<file path="src/hw/rtl/kwm_pkg.sv">
// Shared types and codes for the k-way sorted merge block.
package kwm_pkg;

	typedef enum logic [2:0] {
		ST_APPENDED   = 3'd0,
		ST_FULL       = 3'd1,
		ST_OUT_OF_USE = 3'd2,
		ST_TAKEN      = 3'd3,
		ST_EMPTY      = 3'd4
	} status_t;

	typedef enum logic {
		KIND_APPEND = 1'b0,
		KIND_TAKE   = 1'b1
	} kind_t;

	typedef enum logic {
		B_RUN,
		B_REFILL
	} back_state_t;

	localparam logic [1:0] REG_LISTS_IN_USE = 2'd0;

	typedef struct packed {
		logic               kind;
		logic [2:0]         list_number;
		logic signed [31:0] value;
	} req_t;

	typedef struct packed {
		status_t            status;
		logic signed [31:0] taken_value;
		logic [2:0]         source_list;
	} res_t;

	typedef struct packed {
		logic               is_take;
		logic               out_of_use;
		logic [2:0]         list_number;
		logic signed [31:0] value;
	} cmd_t;

endpackage

</file>
<file path="src/hw/rtl/kwm_front.sv">
// Front end: accept requests, classify them and queue the commands.
module kwm_front (
	input  logic           clk,
	input  logic           arst_n,
	input  logic           req_valid,
	output logic           req_stall,
	input  kwm_pkg::req_t  req,
	input  logic [3:0]     lists_in_use,
	input  logic [6:0]     lists_total,
	output logic           cmd_valid,
	output kwm_pkg::cmd_t  cmd,
	input  logic           cmd_pop
);
	import kwm_pkg::*;

	cmd_t       qmem_q [2];
	logic       wr_q;
	logic       rd_q;
	logic [1:0] cnt_q;
	logic       push;
	cmd_t       cls;

	assign req_stall = (cnt_q == 2'd2);
	assign push      = req_valid && !req_stall;
	assign cmd_valid = (cnt_q != 2'd0);
	assign cmd       = qmem_q[rd_q];

	always_comb begin
		cls.is_take     = (req.kind == KIND_TAKE);
		cls.out_of_use  = ({1'b0, req.list_number} >= lists_in_use) ||
			({4'b0, req.list_number} >= lists_total);
		cls.list_number = req.list_number;
		cls.value       = req.value;
	end

	always_ff @(posedge clk) begin
		if (push) begin
			qmem_q[wr_q] <= cls;
		end
	end

	always_ff @(posedge clk or negedge arst_n) begin
		if (!arst_n) begin
			wr_q  <= 1'b0;
			rd_q  <= 1'b0;
			cnt_q <= 2'd0;
		end else begin
			if (push) begin
				wr_q <= !wr_q;
			end
			if (cmd_pop) begin
				rd_q <= !rd_q;
			end
			cnt_q <= cnt_q + 2'(push) - 2'(cmd_pop);
		end
	end

`ifndef ASSERT_OFF
	a_queue_bound: assert property (@(posedge clk) disable iff (!arst_n)
		cnt_q != 2'd3) else $error("command queue count out of range");
`endif
endmodule

</file>
<file path="config.mk">
export PLATFORM = sky130hd
export DESIGN_NAME = kwm_front
export DESIGN_NICKNAME = d
export VERILOG_FILES = /design/src/hw/rtl/kwm_pkg.sv /design/src/hw/rtl/kwm_front.sv
export SDC_FILE = /design/constraint.sdc
export NUM_CORES = 1
export LEC_CHECK = 0
export ABC_CLOCK_PERIOD_IN_PS = 5550
export BUFFER_PORTS_ARGS = -buffer_cell sky130_fd_sc_hd__buf_2
export CORE_MARGIN = 2
export CORE_UTILIZATION = 41
export DETAILED_ROUTE_END_ITERATION = 6
export GPL_TIMING_DRIVEN = 0
export PLACE_DENSITY = 0.66
export SKIP_CTS_REPAIR_TIMING = 1
export SYNTH_ARGS = -nofsm -noshare
export SYNTH_HDL_FRONTEND = slang
export SYNTH_SLANG_ARGS = --single-unit
</file>
<file path="constraint.sdc">
create_clock -name clk -period 5.55 [get_ports clk]
set_clock_uncertainty 0.05 [all_clocks]
set_input_delay 0 -clock clk [delete_from_list [all_inputs] [get_ports clk]]
set_output_delay 0 -clock clk [all_outputs]
set_load 0.02 [all_outputs]
</file>
; ---- Yosys cells after proc, flatten, opt, wreduce, memory -nomap -nowiden
; Memory sizes are Yosys's and may differ from the RTL's.
; Index checks and enable logic that the tools add are counted.
[word_totals]
out_inout_bits = 39
memories = 1
input_bits = 51
mem_bits_rw = 74
reg_bits = 4
word_cells = 17
[memory_table]
columns = memory, depth, word_bits, read_ports, rd_ports_with_merged_regs, wr, line
row1 = qmem_q, 2, 37, 1, 0, 1, kwm_front.sv:16  ; cmd_t qmem_q [2];
[classes]
n_reduce_logical = 6
eq_ne = 1
add_sub_neg = 2
mux = 2
order_cmp = 2
[ops]
columns = op, count
row1 = >= comparator 3 x 7 -> 1 bit, 1
row2 = >= comparator 3 x 4 -> 1 bit, 1
row3 = logical NOT 1 bit, 3
row4 = adder 2 x 1 -> 2 bit, 1
row5 = equality test 2 bit (second input constant), 1
row6 = 2-to-1 mux 1 bit, 2
row7 = nonzero test 2 bit, 1
row8 = subtractor 2 x 1 -> 2 bit, 1
row9 = logical AND 1 bit, 1
row10 = logical OR 1 bit, 1

; ---- Longest topological paths before layout
; Gate-level depths: netlist of the first run.
[depth]
ltp_word = 5
mapped_depth = 7

; ---- Worst setup path before layout of the first run
; No wires, ideal clock.
[synth_timing]
path_kind = reg2reg
startpoint = reg cnt_q[1]
endpoint = mem qmem_q[0][0] (netlist bit), enable pin
setup_ns = 0.431
arrival_time_ns = 2.150
period_less_slack_ns = 2.631
stages_incl_launch_ff = 4
path_buffers = 0
required_ns = 5.069
setup_slack_ns = 2.919
cell_sequence = dfrtp_1 > nand2b_1 > nand2_1 > nor2_1
[synth_via]
elab_chain_cells = 5
[synth_lines]
columns = element, line
row1 = "start, declared", kwm_front.sv:19  ; logic [1:0] cnt_q;
row2 = "start signal, assigned", kwm_front.sv:54  ; cnt_q <= cnt_q + 2'(push) - 2'(cmd_pop);
row3 = equality test 2 bit, kwm_front.sv:23  ; assign req_stall = (cnt_q == 2'd2);
row4 = logical NOT 1 bit, kwm_front.sv:24  ; assign push = req_valid && !req_stall;
row5 = logical AND 1 bit, kwm_front.sv:24
row6 = 2-to-1 mux 1 bit, kwm_front.sv:37  ; if (push) begin
row7 = 2-to-1 mux 1 bit (not written as such), kwm_front.sv:38  ; qmem_q[wr_q] <= cls;
row8 = "end, declared", kwm_front.sv:16
; Every way passes these cells.

; ---- Worst setup path in the final report of the first run
[layout_timing]
startpoint = reg cnt_q[1]
endpoint = mem qmem_q[1][19] (netlist bit), enable pin
; Same word-level chain as after synthesis.

==> results of run 1 <==
worst max-delay path: stages, from the launching register on:
cell and delay (ns):
dfrtp_1 0.41, nand2b_1 0.12, and3_2 0.80
report_power, final:
group          switching (W)  internal (W)
sequential         0.0000355      0.000807
combinational       0.000409      0.000304
clock               0.000202      0.000256
kinds of logic after synthesis:
| family | share of synthesized area [%] |
|---|---|
| AND/OR/NAND/NOR | 1.533 |
| flip-flops | 76.88 |
| buffers and inverters | 2.154 |
| multiplexers | 13.79 |
| AO/OA/AOI/OAI | 1.160 |
| adder cells (fa/ha/maj) | 3.314 |
| XOR/XNOR | 1.160 |
cell type report:
type                       count  area [µm²]
buffer                         4       38.79
clock buffer                  10       127.6
clock inverter                 6       92.59
fill                         575        2937
inverter                       7       26.28
multi-input combinational     62       641.9
sequential                    78        2322
tap                           99       123.9
timing repair buffer         130       865.8
final timing paths:
check / end / slack [ns] / cells after the start
max: qmem_q[1][19] / 3.77 / 2
min: qmem_q[1][35] / 0.03 / 3
max reg2reg: qmem_q[1][19] / 3.77 / 2
min reg2reg: cnt_q[1] / 0.46 / 1
max in group asynchronous: rd_q / 4.73 / 3
min in group asynchronous: cnt_q[0] / 0.53 / 3
stage by stage:
step	instance area (µm²)	hold slack [ns]	instances
2_1_floorplan	3020	-0.3456	151
3_3_place_gp	3590	-0.2375	339
3_5_place_dp	3618	-0.2358	340
4_1_cts	3839	-0.6150	356
5_1_grt	4239	0.04742	396
6_report	4239	0.02661	396
placed cells by master, fill, tap and decap left out:
cell           instances
or2_2                  1
a31oi_1                1
or4_1                  1
and3_2                 1
o21bai_1               1
nand2_1                1
a211oi_1               1
o22ai_1                1
clkbuf_1               1
inv_6                  2
inv_1                  7
edfxtp_1              74
buf_12                 1
nor2_4                 1
nand2b_1               3
clkbuf_8               9
mux2_2                37
xor2_1                 1
buf_6                  3
bufinv_16              2
clkinvlp_4             2
xnor2_1                3
buf_2                 90
dlygate4sd3_1         40
a21o_1                 1
dfrtp_1                4
ha_1                   8
sequential cells by signal, summed over array words and instances (netlist names):
register,flops
cnt_q,2
wr_q,1
qmem_q,74
rd_q,1
metal layers:
metal	track usage, %	wire, µm	vias to the layer above
li1	-	-	860
met1	15.46	2194	856
met2	21.91	2943	66
met3	3.772	292	11
met4	6.538	98	0
met5	0	0	-
synthesized netlist by cell type:
| cell type | instances |
|---|---|
| a21o_1 | 1 |
| buf_2 | 1 |
| a211oi_1 | 1 |
| o21bai_1 | 1 |
| nor2_1 | 1 |
| mux2_2 | 37 |
| a31oi_1 | 1 |
| nand2b_1 | 3 |
| buf_6 | 3 |
| dfrtp_1 | 4 |
| inv_1 | 7 |
| and3_1 | 1 |
| ha_1 | 8 |
| nand2_1 | 1 |
| xor2_1 | 1 |
| edfxtp_1 | 74 |
| or4_1 | 1 |
| xnor2_1 | 3 |
| o22ai_1 | 1 |
| or2_2 | 1 |
==> flow_summary.toml, run 1 <==
[drt]
ant_nets = 0
first_pass_iters = 4
vias = 1793
drc = 0
drt_iter0_drc = 71
drt_wl_total_mm = 5.529
vias_per_cell = 4.528
routedWlPerCell_um = 13.96

[global_route]
grt_pass1_vias = 1671
grt_overflow = 0
grt_usage_pct = 13.07
grt_antenna_before_repair = 0
grt_max_degree = 38
grt_pass1_wl_mm = 8.100

[power_and_ir_drop]
finalPower_w = 0.002014
worst_ir_drop_vdd_mv = 0.3356
power_density_mw_per_mm2 = 475.1
power_leakage_nw = 1.678

[clock_tree]
cts_tree = "done"
clk_pin_slew_ns = 0.08
cts_sinks = 78
h-tree-depth = 3
cts_buffer_depth = 2
cts_made_buffers = 9
cts-root-buf = "clkbuf_8"
insertion_delay_ns = 0.34

[sta]
rsz0062_at_grt = "no"
worst_slew_pin_slew_ns = 0.9023
slew_headroom_pct = 39.85
fmax_ghz = 0.5631
setup_viol_count_final = 0
fin_crit_sh_pct = 32.00
fin_ws_ns = 3.774
hold_viol_final = 0
report.final.slew_viol_count = 0
tns_ns = 0
period_needed_ns = 1.776

[placed_design]
hpwl_mm = 3.439
port_buffers = 89
place_congestion = 0.6810
place_ws_ns = 3.753

[finish]
antenna_cells = 0
drive_gt1_share_pct = 50.17
area_growth_pct = 40.35
utilization_pct = 59.08
fin_nets = 351

[die]
ios = 90
die_h_um = 89.83
die_w_um = 89.83
coreArea_mm2 = 0.007176
rows = 31
start_util_pct = 42.09
die_area_mm2 = 0.008069

[outcome]
status = "completed"

[critical_path]
rr_startpoint = "cnt_q[1]"
critical_path.startpoint = "cnt_q[1]"
cp-start-kind = "register"
crit_arrival_ns = 1.70
critPathKind = "register to register"
cp-end-kind = "register"
required_ns = 5.47
critPathMaxFanout = 37

[hold_path]
min_path_type = "input port to register"
hp-start = "lists_total[6]"

[yosys]
synth_top_area_share_pct = 73.57
syn_nets = 210
syn-cell-area_mm2 = 0.003020
yosys_warnings = 0
synth.area.top_cells = "edfxtp_1, mux2_2, dfrtp_1, ha_1, buf_6"
ys_seq_elements = 78
synth_seq_area_share_pct = 76.88
syn_avg_cell_area_um2 = 20.00
netlist_instances = 151
synth_area_leader_cell = "edfxtp_1"
synth_cell_types = 20

[flow_run]
maxCapViolCount = 0
(Power assumes the default switching activity.)
==> inputs of run 2 (changes only) <==
- ABC_CLOCK_PERIOD_IN_PS: 5550 -> 1530
- PLACE_DENSITY: 0.66 -> 0.68
- clock period: 5.55 -> 1.53 ns (I/O delays scaled with it)
==> flow_summary.toml, run 2 (synthesized netlist as in run 1, its figures left out) <==
[global_route]
grt_antenna_before_repair = 0
grt_pass1_vias = 1715
grt_pass1_wl_mm = 8.142
grt_overflow = 0
grt_max_degree = 38
grt_usage_pct = 13.06

[power_and_ir_drop]
p_comb_share_pct = 44.5
power.switching_w = 0.002639
clockPowerShare_pct = 18.8
power_density_mw_per_mm2 = 1808
swShare_pct = 31.15
worst_ir_drop_vdd_mv = 0.8592
power_leakage_nw = 1.912
seqPwrFrac_pct = 36.7
intPower_w = 0.005835

[clock_tree]
h-tree-depth = 3
cts-root-buf = "clkbuf_8"
insertion_delay_ns = 0.34
cts_sinks = 78
cts_tree = "done"
clk_pin_slew_ns = 0.07
cts_made_buffers = 9
cts_buffer_depth = 2

[hold_path]
hp-start = "lists_total[6]"
min_delay_path_depth = 3
min_path_type = "input port to register"
min_to = "qmem_q[0][35]"

[outcome]
violations = "setup timing"
status = "finished with violations"

[critical_path]
required_ns = 1.48
critPathKind = "register to output pin"
timing.rr.end = "qmem_q[1][29]"
cpPeakStageDelay_ns = 0.40
r2r_setup_slack_ns = 0.01
crit_arrival_ns = 1.54
cp-end-kind = "output pin"
crit_slowest_cell = "dfrtp_2"
crit_path_cell_trace = "buf_6, buf_4, mux2_2, buf_2"
rr_startpoint = "cnt_q[0]"
critPathMaxFanout = 5
r2r_cells = 2
cp-start-kind = "register"

[die]
start_util_pct = 42.09
die_h_um = 89.83
die_w_um = 89.83
rows = 31
ios = 90
die_area_mm2 = 0.008069
coreArea_mm2 = 0.007176

[finish]
area_growth_pct = 55.18
antenna_cells = 0
final_common_cell = "edfxtp_1"
final_cell_mix = "edfxtp_1, buf_2, dlygate4sd3_1"
fill_cells = 516
top_regs = "qmem_q (74), cnt_q (2)"
utilization_pct = 65.32
largest_reg_flops = 74
top_register = "qmem_q"
regArea_mm2 = 0.002325
drive_gt1_share_pct = 54.66
fin_nets = 366
design_area_mm2 = 0.004687
multi_input_area_um2 = 788.3

[sta]
fin_crit_sh_pct = 104.2
tns_ns = -0.9938
fmax_ghz = 0.6275
period_needed_ns = 1.594
hold_viol_final = 0
report.final.slew_viol_count = 0
fin_ws_ns = -0.06359
worst_slew_pin_slew_ns = 0.5263
hold_ws_ns = 0.03684
slew_headroom_pct = 64.91
rsz0062_at_grt = "yes"
setup_viol_count_final = 27

[flow_run]
maxCapViolCount = 0

[drt]
drt_wl_total_mm = 6.348
drc = 0
drt_iter0_drc = 60
vias = 1888
first_pass_iters = 5
routedWlPerCell_um = 15.48
ant_nets = 0
vias_per_cell = 4.605

[placed_design]
place_congestion = 0.7108
hpwl_mm = 3.337
dpl-instance-area_mm2 = 0.003601
port_buffers = 89
## run 2: changes by cell type in the layout (fill, tap and decap cells not counted), sizes merged
cell,change
buf,+12
clkbuf,+3
clkinv,+1
clkinvlp,-1
inv,-2
nor2,+1
## run 2: worst max path at each step
stage,end,cells after the start,slack (ns),startpoint
final,cmd[1],4,-0.06,rd_q
after detailed placement,qmem_q[0][17],3,-0.48,cnt_q[1]
after global routing,cmd[4],4,-0.16,rd_q
after global placement,qmem_q[0][23],3,-0.44,cnt_q[1]
after CTS,qmem_q[0][5],3,-0.50,cnt_q[1]
after floorplan,qmem_q[0][0],3,-0.09,cnt_q[1]
## run 2: critical path, delay by kind of cell, from the launching register on
family / cells / cell delay, ns
flops: 1 / 0.40
buf+inv: 3 / 0.48
mux: 1 / 0.33
## run 2: per-layer routing
| layer | wire [µm] | GRT usage [%] | vias to the layer above |
|---|---|---|---|
| met5 | 0 | 0 | - |
| met4 | 113 | 3.846 | 0 |
| met3 | 327 | 5.197 | 12 |
| met2 | 3328 | 22.29 | 68 |
| li1 | - | - | 891 |
| met1 | 2579 | 15.33 | 917 |
## run 2: final cells by class
class                   count  area share [%]
plain buffers               4           1.228
well taps                  99           2.643
repair buffers            144           24.80
inverters                   7          0.5606
flip-flops and latches     78           49.60
clock inverters             4           1.548
multi-input cells          63           16.82
clock buffers              11           2.803
## run 2: power by group through the flow
| stage | sequential (W) | combinational (W) | clock, W |
|---|---|---|---|
| 6_report | 0.00311 | 0.00377 | 0.00159 |
| 5_1_grt | 0.00316 | 0.00399 | 0.00171 |
| 3_3_place_gp | 0.00309 | 0.00250 | 0 |
| 4_1_cts | 0.00307 | 0.00252 | 0.00164 |
| 3_5_place_dp | 0.00311 | 0.00252 | 0 |
| 2_1_floorplan | 0.00307 | 0.00177 | 0 |
## run 2: stage by stage
| step | worst slack (ns) | total power, W | std cells |
|---|---|---|---|
| global placement | -0.4440 | 0.005583 | 339 |
| global route | -0.1562 | 0.008861 | 410 |
| CTS | -0.5023 | 0.007225 | 354 |
| finish | -0.06359 | 0.008475 | 410 |
| floorplan | -0.08914 | 0.004836 | 151 |
| detailed placement | -0.4780 | 0.005631 | 339 |
